## config.mk

```make
export PLATFORM = sky130hd
export DESIGN_NAME = occupancy_grid_range_update_flat
export DESIGN_NICKNAME = d
export VERILOG_FILES = /design/src/design/ogru_pkg.sv /design/src/design/ogru_ifs.sv /design/src/design/occupancy_grid_range_update.sv /design/src/design/ogru_ram.sv /design/src/flat_wrapper.sv
export SDC_FILE = /design/constraint.sdc
export NUM_CORES = 2
export LEC_CHECK = 0
export BUFFER_PORTS_ARGS = -buffer_cell sky130_fd_sc_hd__buf_2
export CAP_MARGIN = 5
export CELL_PAD_IN_SITES_DETAIL_PLACEMENT = 1
export CELL_PAD_IN_SITES_GLOBAL_PLACEMENT = 2
export CORE_MARGIN = 3
export CORE_UTILIZATION = 25
export CTS_BUF_LIST = sky130_fd_sc_hd__clkbuf_4 sky130_fd_sc_hd__clkbuf_8
export CTS_CLUSTER_SIZE = 8
export DETAILED_ROUTE_END_ITERATION = 10
export GPL_TIMING_DRIVEN = 0
export MAX_ROUTING_LAYER = met4
export PLACE_DENSITY = 0.52
export SETUP_SLACK_MARGIN = 0.5
export SYNTH_ARGS = -nofsm -noshare
export SYNTH_HDL_FRONTEND = slang
export SYNTH_SLANG_ARGS = --single-unit
```

## constraint.sdc

```tcl
create_clock -name clk -period 20.1 [get_ports clk]
set_input_delay 4.02 -clock clk [delete_from_list [all_inputs] [get_ports clk]]
set_output_delay 4.02 -clock clk [all_outputs]
set_load 0.01 [all_outputs]
```

## src/design/ogru_pkg.sv

```systemverilog
`default_nettype none
package ogru_pkg;

  typedef logic signed [15:0] pos_t;
  typedef logic [15:0] angle_t;
  typedef logic [11:0] range_t;
  typedef logic [3:0] cell_idx_t;
  typedef logic [1:0] mark_t;
  typedef logic [3:0] mask_t;
  typedef logic signed [15:0] trig_t;

  localparam mark_t MARK_UNKNOWN = 2'd0;
  localparam mark_t MARK_EMPTY = 2'd1;
  localparam mark_t MARK_WALL = 2'd2;

  localparam logic ACT_UPDATE = 1'b0;
  localparam logic ACT_READ = 1'b1;

  localparam angle_t QUARTER_TURN = 16'd16384;
  localparam angle_t THREE_QUARTER_TURN = 16'd49152;

  localparam int RANGE_DIV = 5;
  localparam int FRAC_W = 15;
  localparam int PROD_W = 29;
  localparam int ACC_W = 20;
  localparam int MAG_W = 18;

  localparam logic [14:0] SINE_QUARTER [65] = '{
    15'd0, 15'd804, 15'd1608, 15'd2410, 15'd3212, 15'd4011, 15'd4808, 15'd5602,
    15'd6393, 15'd7179, 15'd7962, 15'd8739, 15'd9512, 15'd10278, 15'd11039, 15'd11793,
    15'd12539, 15'd13279, 15'd14010, 15'd14732, 15'd15446, 15'd16151, 15'd16846,
    15'd17530, 15'd18204, 15'd18868, 15'd19519, 15'd20159, 15'd20787, 15'd21403,
    15'd22005, 15'd22594, 15'd23170, 15'd23731, 15'd24279, 15'd24811, 15'd25329,
    15'd25832, 15'd26319, 15'd26790, 15'd27245, 15'd27683, 15'd28105, 15'd28510,
    15'd28898, 15'd29268, 15'd29621, 15'd29956, 15'd30273, 15'd30571, 15'd30852,
    15'd31113, 15'd31356, 15'd31580, 15'd31785, 15'd31971, 15'd32137, 15'd32285,
    15'd32412, 15'd32521, 15'd32609, 15'd32678, 15'd32728, 15'd32757, 15'd32767
  };

  function automatic trig_t sine_q15(input angle_t angle);
    logic [1:0] quad;
    logic [5:0] k;
    logic [6:0] kk;
    trig_t v;
    quad = angle[15:14];
    k = angle[13:8];
    kk = quad[0] ? (7'd64 - {1'b0, k}) : {1'b0, k};
    v = trig_t'({1'b0, SINE_QUARTER[kk]});
    return quad[1] ? -v : v;
  endfunction

endpackage
`default_nettype wire

```

## src/design/ogru_ifs.sv

```systemverilog
`default_nettype none
interface ogru_in_if;
  import ogru_pkg::*;
  logic valid;
  logic ready;
  logic action;
  pos_t pos_x;
  pos_t pos_y;
  angle_t heading;
  range_t front_range;
  range_t left_range;
  range_t right_range;
  cell_idx_t read_col;
  cell_idx_t read_row;

  modport source (
    output valid, action, pos_x, pos_y, heading, front_range, left_range,
    right_range, read_col, read_row,
    input ready
  );
  modport sink (
    input valid, action, pos_x, pos_y, heading, front_range, left_range,
    right_range, read_col, read_row,
    output ready
  );
endinterface

interface ogru_out_if;
  import ogru_pkg::*;
  logic valid;
  logic ready;
  mark_t cell_mark;
  mask_t write_mask;

  modport source (output valid, cell_mark, write_mask, input ready);
  modport sink (input valid, cell_mark, write_mask, output ready);
endinterface
`default_nettype wire

```

## src/design/occupancy_grid_range_update.sv

```systemverilog
`default_nettype none
// Channel   Direction  Payload
// in_chan   request    action, pos_x, pos_y, heading, ranges, read_col, read_row
// out_chan  result     cell_mark, write_mask
// cfg_*     write      mapping_enabled
//
// An enabled sensor update covers four points, each with an x and a y coordinate; each of the
// eight coordinates runs a product, a sign fold, a reciprocal multiply and a range check
// through one shared multiplier. A disabled update goes straight to its result; a read passes
// through an address and a data state. After reset a clearing pass writes all GRID_COLS * GRID_ROWS
// cells with unknown marks before the first request. One request is in flight at a time; a result
// held by the output register stalls only the delivery of the next one.
module occupancy_grid_range_update #(
  parameter int GRID_COLS = 16,
  parameter int GRID_ROWS = 16,
  parameter int CELL_SIZE = 50
) (
  input  wire logic  clk,
  input  wire logic  rst_n,
  input  wire logic  cfg_wr_en,
  input  wire logic  cfg_wr_data,
  ogru_in_if.sink    in_chan,
  ogru_out_if.source out_chan
);
  import ogru_pkg::*;

  localparam int DEPTH = GRID_COLS * GRID_ROWS;
  localparam int ADDR_W = $clog2(DEPTH);
  localparam int COL_W = $clog2(GRID_COLS);
  localparam int ROW_W = $clog2(GRID_ROWS);
  localparam int DIVISOR = RANGE_DIV * CELL_SIZE;
  localparam int MUL_W = MAG_W + 2;
  localparam int RECIP_SH = MAG_W + $clog2(DIVISOR);
  localparam longint RECIP = ((longint'(1) << RECIP_SH) + longint'(DIVISOR - 1)) /
                             longint'(DIVISOR);
  localparam logic signed [MUL_W-1:0] RECIP_C = MUL_W'(RECIP);

  typedef enum logic [3:0] {
    S_CLEAR, S_IDLE, S_MUL, S_PREP, S_DIV, S_IDX, S_WRITE, S_RD_ADDR, S_RD_DATA, S_DONE
  } state_t;

  state_t state_r;
  logic cfg_en_r;
  logic [ADDR_W-1:0] clr_addr_r;
  pos_t pos_x_r, pos_y_r;
  angle_t head_r;
  range_t front_r, left_r, right_r;
  logic [1:0] pt_r;
  logic axis_r;
  logic signed [PROD_W-1:0] prod_r;
  logic neg_r;
  logic [MAG_W-1:0] mq_r;
  logic [COL_W-1:0] col_r;
  logic [ROW_W-1:0] row_r;
  logic okx_r, oky_r;
  mark_t mark_r;
  mask_t mask_r;
  logic out_valid_r;
  mark_t out_mark_r;
  mask_t out_mask_r;

  angle_t angle_c;
  range_t range_c;
  trig_t trig_c;
  logic signed [MUL_W-1:0] mul_a_c, mul_b_c;
  logic signed [2*MUL_W-1:0] mul_c;
  logic signed [ACC_W-1:0] pos_ext_c, acc_c, mag_src_c;
  logic frac_zero_c;
  logic in_grid_c;
  logic [ADDR_W-1:0] addr_c;
  logic ram_we;
  logic [ADDR_W-1:0] ram_waddr;
  mark_t ram_wdata, ram_rdata;
  logic in_acc;

  assign in_chan.ready = (state_r == S_IDLE);
  assign in_acc = in_chan.valid && in_chan.ready;
  assign out_chan.valid = out_valid_r;
  assign out_chan.cell_mark = out_mark_r;
  assign out_chan.write_mask = out_mask_r;

  always_comb begin
    case (pt_r)
      2'd0: begin
        range_c = '0;
        angle_c = head_r;
      end
      2'd1: begin
        range_c = front_r;
        angle_c = head_r;
      end
      2'd2: begin
        range_c = left_r;
        angle_c = head_r + QUARTER_TURN;
      end
      default: begin
        range_c = right_r;
        angle_c = head_r + THREE_QUARTER_TURN;
      end
    endcase
    trig_c = sine_q15(axis_r ? angle_c : angle_c + QUARTER_TURN);
    if (state_r == S_DIV) begin
      mul_a_c = MUL_W'(mq_r);
      mul_b_c = RECIP_C;
    end else begin
      mul_a_c = MUL_W'($signed({1'b0, range_c}));
      mul_b_c = MUL_W'(trig_c);
    end
    mul_c = mul_a_c * mul_b_c;
    pos_ext_c = ACC_W'(axis_r ? pos_y_r : pos_x_r);
    acc_c = (pos_ext_c <<< 2) + pos_ext_c + ACC_W'(prod_r >>> FRAC_W);
    frac_zero_c = (prod_r[FRAC_W-1:0] == '0);
    mag_src_c = acc_c[ACC_W-1] ? (~acc_c + ACC_W'(frac_zero_c)) : acc_c;
    if (neg_r) begin
      in_grid_c = (mq_r == '0);
    end else if (axis_r) begin
      in_grid_c = (mq_r < MAG_W'(GRID_ROWS));
    end else begin
      in_grid_c = (mq_r < MAG_W'(GRID_COLS));
    end
    addr_c = ADDR_W'(ADDR_W'(col_r) * ADDR_W'(GRID_ROWS)) + ADDR_W'(row_r);
    if (state_r == S_CLEAR) begin
      ram_we = 1'b1;
      ram_waddr = clr_addr_r;
      ram_wdata = MARK_UNKNOWN;
    end else begin
      ram_we = (state_r == S_WRITE) && okx_r && oky_r;
      ram_waddr = addr_c;
      ram_wdata = (pt_r == 2'd0) ? MARK_EMPTY : MARK_WALL;
    end
  end

  ogru_ram #(.WIDTH(2), .DEPTH(DEPTH)) u_grid (
    .clk  (clk),
    .we   (ram_we),
    .waddr(ram_waddr),
    .wdata(ram_wdata),
    .raddr(addr_c),
    .rdata(ram_rdata)
  );

  always_ff @(posedge clk) begin
    if (!rst_n) begin
      state_r <= S_CLEAR;
      cfg_en_r <= 1'b0;
      clr_addr_r <= '0;
      out_valid_r <= 1'b0;
      pt_r <= '0;
      axis_r <= 1'b0;
    end else begin
      if (cfg_wr_en) begin
        cfg_en_r <= cfg_wr_data;
      end
      if (out_valid_r && out_chan.ready && state_r != S_DONE) begin
        out_valid_r <= 1'b0;
      end
      case (state_r)
        S_CLEAR: begin
          clr_addr_r <= clr_addr_r + 1'b1;
          if (clr_addr_r == ADDR_W'(DEPTH - 1)) begin
            state_r <= S_IDLE;
          end
        end
        S_IDLE: begin
          if (in_acc) begin
            pos_x_r <= in_chan.pos_x;
            pos_y_r <= in_chan.pos_y;
            head_r <= in_chan.heading;
            front_r <= in_chan.front_range;
            left_r <= in_chan.left_range;
            right_r <= in_chan.right_range;
            col_r <= COL_W'(in_chan.read_col);
            row_r <= ROW_W'(in_chan.read_row);
            okx_r <= ({5'd0, in_chan.read_col} < 9'(GRID_COLS));
            oky_r <= ({5'd0, in_chan.read_row} < 9'(GRID_ROWS));
            pt_r <= '0;
            axis_r <= 1'b0;
            mark_r <= MARK_UNKNOWN;
            mask_r <= '0;
            if (in_chan.action == ACT_READ) begin
              state_r <= S_RD_ADDR;
            end else if (cfg_en_r) begin
              state_r <= S_MUL;
            end else begin
              state_r <= S_DONE;
            end
          end
        end
        S_MUL: begin
          prod_r <= PROD_W'(mul_c);
          state_r <= S_PREP;
        end
        S_PREP: begin
          neg_r <= acc_c[ACC_W-1];
          mq_r <= mag_src_c[MAG_W-1:0];
          state_r <= S_DIV;
        end
        S_DIV: begin
          mq_r <= MAG_W'(mul_c >>> RECIP_SH);
          state_r <= S_IDX;
        end
        S_IDX: begin
          if (axis_r) begin
            row_r <= mq_r[ROW_W-1:0];
            oky_r <= in_grid_c;
            axis_r <= 1'b0;
            state_r <= S_WRITE;
          end else begin
            col_r <= mq_r[COL_W-1:0];
            okx_r <= in_grid_c;
            axis_r <= 1'b1;
            state_r <= S_MUL;
          end
        end
        S_WRITE: begin
          if (okx_r && oky_r) begin
            mask_r[pt_r] <= 1'b1;
          end
          pt_r <= pt_r + 1'b1;
          state_r <= (pt_r == 2'd3) ? S_DONE : S_MUL;
        end
        S_RD_ADDR: begin
          state_r <= S_RD_DATA;
        end
        S_RD_DATA: begin
          mark_r <= (okx_r && oky_r) ? ram_rdata : MARK_UNKNOWN;
          state_r <= S_DONE;
        end
        S_DONE: begin
          if (!out_valid_r || out_chan.ready) begin
            out_valid_r <= 1'b1;
            out_mark_r <= mark_r;
            out_mask_r <= mask_r;
            state_r <= S_IDLE;
          end
        end
        default: begin
          state_r <= S_IDLE;
        end
      endcase
    end
  end

`ifndef SYNTHESIS
  a_clear_writes_unknown: assert property (@(posedge clk) disable iff (!rst_n)
    (state_r == S_CLEAR) |-> (ram_we && ram_wdata == MARK_UNKNOWN))
    else $error("clearing pass must write unknown marks");

  a_update_write_enabled: assert property (@(posedge clk) disable iff (!rst_n)
    (ram_we && state_r != S_CLEAR) |-> cfg_en_r)
    else $error("grid written while mapping is disabled");

  a_one_in_flight: assert property (@(posedge clk) disable iff (!rst_n)
    in_acc |=> !in_chan.ready)
    else $error("second request accepted while one is in flight");

  a_result_kind: assert property (@(posedge clk) disable iff (!rst_n)
    out_valid_r |-> (out_mark_r == MARK_UNKNOWN || out_mask_r == '0))
    else $error("result carries both a mark and a write mask");
`endif

endmodule
`default_nettype wire

```

## src/design/ogru_ram.sv

```systemverilog
`default_nettype none
module ogru_ram #(
  parameter int WIDTH = 2,
  parameter int DEPTH = 256
) (
  input  wire logic                     clk,
  input  wire logic                     we,
  input  wire logic [$clog2(DEPTH)-1:0] waddr,
  input  wire logic [WIDTH-1:0]         wdata,
  input  wire logic [$clog2(DEPTH)-1:0] raddr,
  output      logic [WIDTH-1:0]         rdata
);

  logic [WIDTH-1:0] mem [DEPTH];

  always_ff @(posedge clk) begin
    if (we) begin
      mem[waddr] <= wdata;
    end
    rdata <= mem[raddr];
  end

endmodule
`default_nettype wire
```

## src/flat_wrapper.sv

```systemverilog
// flat-port wrapper written by rule: the top's interface ports become plain ports
module occupancy_grid_range_update_flat import ogru_pkg::*;
#(
  parameter int GRID_COLS = 16,
  parameter int GRID_ROWS = 16,
  parameter int CELL_SIZE = 50
)
  (clk, rst_n, cfg_wr_en, cfg_wr_data, in_chan_valid, in_chan_action, in_chan_pos_x, in_chan_pos_y, in_chan_heading, in_chan_front_range, in_chan_left_range, in_chan_right_range, in_chan_read_col, in_chan_read_row, in_chan_ready, out_chan_valid, out_chan_cell_mark, out_chan_write_mask, out_chan_ready);
  ogru_in_if in_chan_i ();
  ogru_out_if out_chan_i ();
  input  wire logic clk;
  input  wire logic rst_n;
  input  wire logic cfg_wr_en;
  input  wire logic cfg_wr_data;
  input wire logic [$bits(in_chan_i.valid)-1:0] in_chan_valid;
  input wire logic [$bits(in_chan_i.action)-1:0] in_chan_action;
  input wire logic [$bits(in_chan_i.pos_x)-1:0] in_chan_pos_x;
  input wire logic [$bits(in_chan_i.pos_y)-1:0] in_chan_pos_y;
  input wire logic [$bits(in_chan_i.heading)-1:0] in_chan_heading;
  input wire logic [$bits(in_chan_i.front_range)-1:0] in_chan_front_range;
  input wire logic [$bits(in_chan_i.left_range)-1:0] in_chan_left_range;
  input wire logic [$bits(in_chan_i.right_range)-1:0] in_chan_right_range;
  input wire logic [$bits(in_chan_i.read_col)-1:0] in_chan_read_col;
  input wire logic [$bits(in_chan_i.read_row)-1:0] in_chan_read_row;
  output wire logic [$bits(in_chan_i.ready)-1:0] in_chan_ready;
  output wire logic [$bits(out_chan_i.valid)-1:0] out_chan_valid;
  output wire logic [$bits(out_chan_i.cell_mark)-1:0] out_chan_cell_mark;
  output wire logic [$bits(out_chan_i.write_mask)-1:0] out_chan_write_mask;
  input wire logic [$bits(out_chan_i.ready)-1:0] out_chan_ready;
  assign in_chan_i.valid = in_chan_valid;
  assign in_chan_i.action = in_chan_action;
  assign in_chan_i.pos_x = in_chan_pos_x;
  assign in_chan_i.pos_y = in_chan_pos_y;
  assign in_chan_i.heading = in_chan_heading;
  assign in_chan_i.front_range = in_chan_front_range;
  assign in_chan_i.left_range = in_chan_left_range;
  assign in_chan_i.right_range = in_chan_right_range;
  assign in_chan_i.read_col = in_chan_read_col;
  assign in_chan_i.read_row = in_chan_read_row;
  assign in_chan_ready = in_chan_i.ready;
  assign out_chan_valid = out_chan_i.valid;
  assign out_chan_cell_mark = out_chan_i.cell_mark;
  assign out_chan_write_mask = out_chan_i.write_mask;
  assign out_chan_i.ready = out_chan_ready;
  occupancy_grid_range_update #(.GRID_COLS(GRID_COLS), .GRID_ROWS(GRID_ROWS), .CELL_SIZE(CELL_SIZE)) u_core (.clk(clk), .rst_n(rst_n), .cfg_wr_en(cfg_wr_en), .cfg_wr_data(cfg_wr_data), .in_chan(in_chan_i), .out_chan(out_chan_i));
endmodule
```

# Word level (Yosys, flattened, before mapping)
# Memories as Yosys holds them, arrays and structs flattened. A register that Yosys moved wholly into a read port is not among the register bits.
# Cells that the tools add are included.
dict set report word_totals {
  reg_bits 171
  ramBits 512
  mem_bits_ro 1920
  in_bits 99
  wordCells 147
  memories 2
}
# memory depth width rd rd_ports_with_merged_regs wr line
set mem_list {}
lappend mem_list {{(name not given)} 128 15 1 0 0 ogru_pkg.sv:48} ;# v = trig_t'({1'b0, SINE_QUARTER[kk]});
lappend mem_list {u_core.u_grid.mem 256 2 1 1 1 ogru_ram.sv:14} ;# logic [WIDTH-1:0] mem [DEPTH];
dict set report classes {
  addsub 11
  n_mul 1
  n_lt_le_gt_ge 4
  n_eq_ne 20
  muxes 53
  bitwise_logic 3
  reduce_logical 30
}
# cell count
set op_table {}
lappend op_table {{$mux W4} 12}
lappend op_table {{$mux W20} 2}
lappend op_table {{$pmux W4 S10} 1}
lappend op_table {{$mul A19 B20 Y39} 1}
lappend op_table {{$mux W18} 2}
lappend op_table {{$pmux W12 S3} 1}
lappend op_table {{$pmux W18 S2} 1}
lappend op_table {{$add A16 B15 Y16 const B} 2}
lappend op_table {{$mux W16} 2}
lappend op_table {{$pmux W16 S2} 1}
lappend op_table {{$mux W15} 2}
lappend op_table {{$pmux W4 S2} 3}
lappend op_table {{$add A20 B14 Y20} 1}
lappend op_table {{$add A20 B20 Y20} 1}
lappend op_table {{$add A18 B1 Y18} 1}
lappend op_table {{$logic_not A18 Y1} 1}
lappend op_table {{$lt A18 B5 Y1 const B} 1}
lappend op_table {{$not A18 Y18} 1}
lappend op_table {{$add A16 B16 Y16 const B} 1}
lappend op_table {{$eq A4 B3 Y1 const B} 4}
lappend op_table {{$neg A15 Y16} 1}
lappend op_table {{$logic_not A15 Y1} 1}
lappend op_table {{$mux W1} 13}
lappend op_table {{$reduce_and A3 Y1} 4}
lappend op_table {{other kinds (34)} 62}

# Depth between registers and ports, before layout
dict set report logic_depth {
  ltp_word 16
  depth_mapped 45
  mapped_depth_nobuf 41
}

# Hierarchy
# Synthesis repeated with hierarchy kept, for this count alone.
dict set report hier_totals {
  hier_cells 3717
  hier_area_um2 45020.7
}
# mod n_inst cells_each area_per_inst_um2
set modules_own_cells {}
lappend modules_own_cells {occupancy_grid_range_update 1 2475 23638.9}
lappend modules_own_cells {ogru_ram 1 1242 21381.8}

# Worst setup path before layout
# OpenSTA, ideal clock, no wires.
dict set report synth_path {
  path_kind {register to register}
  startpoint {register u_core.head_r[8]}
  endpoint {register u_core.mq_r[6], data pin}
  setup_ps 268
  arrival_time_ps 10306
  required_ps 19832
  path_slack_ps 9526
  path_stages_with_launch 46
  n_path_buf 6
  cell_sequence {edfxtp_1 -> clkbuf_1 -> inv_1 -> ha_1 -> buf_1 -> inv_1 -> nor2_2 -> a21o_1 -> ha_1 -> clkbuf_1 -> a21oi_1 -> o41ai_1 -> a21oi_1 -> o21ai_1 -> clkbuf_1 -> ha_1 -> nor2b_1 -> o2111ai_1 -> (+10 left out) -> inv_1 -> fa_1 -> inv_1 -> fa_1 -> fa_1 -> inv_1 -> ha_1 -> a21o_1 -> a21o_1 -> a21o_1 -> o21ai_0 -> a21oi_1 -> or3_1 -> clkbuf_1 -> a41o_1 -> a31oi_1 -> xor2_1 -> mux2i_1}
}
dict set report synth_between {
  elab_chain_cells 15
  word_cells_on_any_way 16
  cone_classes {add/sub: 5; mul: 1; mux: 8; bitwise: 1; memory: 1}
}
# item line
set synth_rtl {}
lappend synth_rtl {{start, declared} occupancy_grid_range_update.sv:46} ;# angle_t head_r;
lappend synth_rtl {{start signal, assigned} occupancy_grid_range_update.sv:168} ;# head_r <= in_chan.heading;
lappend synth_rtl {{$add A16 B16 Y16 / $add A16 B15 Y16 (equally long branches)} {occupancy_grid_range_update.sv:98, occupancy_grid_range_update.sv:94}}
lappend synth_rtl {{$pmux W16 S2 *} occupancy_grid_range_update.sv:83} ;# case (pt_r)
lappend synth_rtl {{$add A16 B15 Y16} occupancy_grid_range_update.sv:101} ;# trig_c = sine_q15(axis_r ? angle_c : angle_c + QUARTER_TURN);
lappend synth_rtl {{$mux W16 *} occupancy_grid_range_update.sv:101}
lappend synth_rtl {{$sub A7 B6 Y7} ogru_pkg.sv:47} ;# kk = quad[0] ? (7'd64 - {1'b0, k}) : {1'b0, k};
lappend synth_rtl {{$mux W7} ogru_pkg.sv:47}
lappend synth_rtl {{$not A7 Y8 (not written as such)} ogru_pkg.sv:48}
lappend synth_rtl {{$mem_v2 Z128 W15} --}
lappend synth_rtl {{$mux W15 (not written as such) (2 in series)} ogru_pkg.sv:48}
lappend synth_rtl {{$neg A15 Y16} ogru_pkg.sv:49} ;# return quad[1] ? -v : v;
lappend synth_rtl {{$mux W16 *} ogru_pkg.sv:49}
lappend synth_rtl {{$mux W20 *} occupancy_grid_range_update.sv:102} ;# if (state_r == S_DIV) begin
lappend synth_rtl {{$mul A19 B20 Y39 *} occupancy_grid_range_update.sv:109} ;# mul_c = mul_a_c * mul_b_c;
lappend synth_rtl {{$pmux W18 S2 *} occupancy_grid_range_update.sv:157} ;# case (state_r)
lappend synth_rtl {{end signal, assigned} occupancy_grid_range_update.sv:195} ;# mq_r <= mag_src_c[MAG_W-1:0];
lappend synth_rtl {{end signal, assigned} occupancy_grid_range_update.sv:199} ;# mq_r <= MAG_W'(mul_c >>> RECIP_SH);
lappend synth_rtl {{end, declared} occupancy_grid_range_update.sv:52} ;# logic [MAG_W-1:0] mq_r;
# Every way passes the cells marked *; elsewhere a longest branch is shown, timed or not. The select of a mux whose other input is x is not followed.
# A chain may end at the register's enable or synchronous reset.

# Final worst setup path
dict set report layout_path {
  startpoint {register u_core.head_r[8]}
  endpoint {register u_core.mq_r[11], data pin}
}
# Same word-level chain as after synthesis.

==> impl_metrics.yaml <==
sta:
  hold_slack_ns: 0.421
  setup_violations: 0
  skew_ns: 0.0639
  finalSetupTns_ns: 0
  finalHoldViolCount: 0
  relSlewSlack_pct: 9.16
  rsz0062_at_grt: "false"
  max_freq_mhz: 66.5
  period_needed_ns: 15.03
  slew_violations: 0
  finalCritPeriodShare_pct: 74.8
  worst_pin_slew_ns: 1.35
critical_path:
  reg2reg_to: "u_core.mq_r[11]"
  path_class: "register to register"
  critPathMaxStageDelay_ns: 0.81
  endpoint: "u_core.mq_r[11]"
  start_kind: "register"
  cpMostUsedCell: "inv_1"
  crit_start: "u_core.head_r[8]"
  r2r_start: "u_core.head_r[8]"
  reg2regPathDepth: 43
  r2r_setup_slack_ns: 5.07
  worstSetupEndpointType: "register"
  slowest_stage: "a21oi_1"
  arrival_ns: 15.57
  cp_max_fo: 12
  cp_data_required_time_ns: 20.64
floorplanning:
  fp.dieW_um: 429
  pin_count: 107
  core_area_sq_um: 177000
  rows: 154
  initial_core_util_pct: 25.2
  die_h_um: 429
  dieArea_sq_um: 184000
clock_network:
  worstSkewPairLatency_ns: 0.84
  cts_setup_buffers: 0
  cts_buffers: 131
  hold_buffers: 0
  cts_tree: "yes"
  clockRootBuffer: "clkbuf_8"
  clock-sinks: 677
  path_clk_slew_ns: 0.07
  cts-resized-gates: 0
  htree_levels: 4
  clockBufferDepth: 3
global_route:
  met2_usage_pct: 30.2
  grt_overflow_total: 0
  met1_usage_pct: 23.2
  grt.busiest_layer: "met2"
  grt_first_pass_wirelength_um: 233000
  grt_use_met3_pct: 2.09
  first_global_vias: 32800
  antenna_found_initial: 6
  grtUsageTotal_pct: 18.0
  grt_max_degree: 86
route:
  dr.pass1.iters: 5
  drcViolationCount: 0
  ant_nets: 0
  vias: 29600
  avgRoutedWirePerCell_um: 25.0
  drt_iter0_drc: 1906
  viasPerCell: 4.66
  wl_um: 159000
power_and_ir_drop:
  leakage_nw: 19.5
  vdd_drop_max_uv: 51.5
  p_per_area_nw_per_um2: 69.3
final_layout:
  drive_gt1_share_pct: 14.4
  synthToLayoutAreaGrowth_pct: 15.2
  final_nets: 4527
placed_design:
  gp_congestion: 0.838
  portBuffers: 98
  post-dp-hpwl_um: 122000
logic_synthesis:
  async_flop_share_pct: 0
  synth_flop_cell: "edfxtp_1"
  yosysWarningCount: 0
  syn_area_sq_um: 44600
  ys_types: 97
  ys_seq_area_share_pct: 45.1
  syn_inst: 3586
  syn-mean-instance-area_sq_um: 12.4
  ys_ff_latch: 677
  synth_edf_count: 658
run:
  cap_violations: 0
status:
  status: "complete, no violations"
hold_path:
  holdCritPathClass: "register to register"
[layout by cell type, fill, tap and decap left out, types with 37 or more instances in the layout]
master,n
edfxtp_1,658
inv_1,503
o21ai_0,65
nand2_1,254
ha_1,139
conb_1,82
clkbuf_1,116
xnor2_1,59
a21oi_1,113
nor2_1,389
clkinv_1,37
fa_1,375
buf_2,119
a21o_1,37
clkbuf_8,133
nor3_1,50
nand3_1,55
mux4_2,170
[synth_stat cells, drive strengths merged (23+ instances only)]
| library cell | n | area (sq um) |
|---|---|---|
| buf | 66 | 389 |
| nand2b | 23 | 144 |
| a21oi | 114 | 574 |
| ha | 139 | 1740 |
| nand2 | 257 | 972 |
| o21ai | 69 | 368 |
| and2 | 31 | 194 |
| clkbuf | 118 | 448 |
| xor2 | 35 | 307 |
| inv | 503 | 1890 |
| nor3 | 55 | 332 |
| xnor2 | 59 | 517 |
| mux4 | 170 | 3830 |
| nand3 | 55 | 275 |
| nor2b | 26 | 163 |
| nor4 | 23 | 180 |
| a31oi | 25 | 156 |
| fa | 375 | 7510 |
| edfxtp | 658 | 19800 |
| nor2 | 396 | 1500 |
| a21o | 37 | 278 |
[through the flow]
step	std cells	instance area, sq um	worst slack [ns]	util, %	total power (W)
after floorplan	3666	44900	9.53	-	0.00199
after global routing	6360	51400	4.10	29.1	0.00377
after detailed placement	6120	48800	5.09	27.6	0.00219
after global placement	6104	48400	3.06	27.3	0.00220
final	6363	51400	5.07	29.1	0.00356
after CTS	6357	51400	5.02	29.0	0.00364
[registers in the layout, summed over array words and instances (netlist names), 2 cells and up]
signal / flops
u_core.out_chan.cell_mark: 2
u_core.prod_r: 29
u_core.front_r: 12
u_core.col_r: 4
u_core.head_r: 8
u_core.mask_r: 4
u_core.mq_r: 18
u_core.pos_x_r: 16
u_core.u_grid.mem: 512
u_core.row_r: 4
u_core.clr_addr_r: 8
u_core.right_r: 12
u_core.out_chan.write_mask: 4
u_core.left_r: 12
u_core.mark_r: 2
u_core.state_r: 4
u_core.pos_y_r: 16
u_core.pt_r: 2
u_core.u_grid.rdata: 2
[power by group]
group | total, W | switching (W) | internal (W) | leakage (nW)
sequential | 0.00154 | 0.00000133 | 0.00154 | 6.20
clock | 0.00140 | 0.000645 | 0.000757 | 1.37
combinational | 0.000617 | 0.000373 | 0.000244 | 12.0
total | 0.00356 | 0.00102 | 0.00254 | 19.5
[how the worst min path moves through the flow]
stage / start / cells after the start / endpoint
final: u_core.mask_r[3] / 0 / u_core.out_chan.write_mask[3]
after floorplan: u_core.mark_r[0] / 0 / u_core.out_chan.cell_mark[0]
after global routing: u_core.mask_r[3] / 0 / u_core.out_chan.write_mask[3]
after detailed placement: u_core.mask_r[3] / 0 / u_core.out_chan.write_mask[3]
after CTS: u_core.mask_r[3] / 0 / u_core.out_chan.write_mask[3]
after global placement: u_core.mask_r[1] / 0 / u_core.out_chan.write_mask[1]
[layout make-up]
type | count | area [sq um]
Antenna cell | 5 | 12.5
Inverter | 503 | 1890
Clock inverter | 70 | 533
Timing Repair Buffer | 115 | 881
Multi-Input combinational cell | 2302 | 22100
Sequential cell | 677 | 20100
Clock buffer | 167 | 2090
Tap cell | 2340 | 2930
Fill cell | 19500 | 125000
Buffer | 184 | 837
[routing by layer]
metal,up-vias,wire length (um)
li1,13200,-
met1,15700,71100
met2,518,79500
met3,179,5010
met4,0,3200
met5,-,0
[worst max-delay path, delay by kind of cell (launching register included)]
kind	cells	cell delay, ns
AO/OA/AOI/OAI	16	5.47
adder cells (fa/ha/maj)	10	3.94
buffers and inverters	12	3.38
AND/OR/NAND/NOR	5	1.17
flip-flops	1	0.73
[logic make-up (layout without fill, tap and decap cells)]
logic type      Yosys count  count (layout)  share of synthesized area (%)
compound gates          436             436                           6.66
xor+xnor                 96              96                           1.95
fa+ha+maj               514             514                           20.7
buf+inv                 687            1039                           6.10
flops                   677             677                           45.1
mux                     200             200                           9.30
other cells               2              87                         0.0168
simple gates            974             974                           10.1
Note: power is estimated with default switching activity, not from simulation.
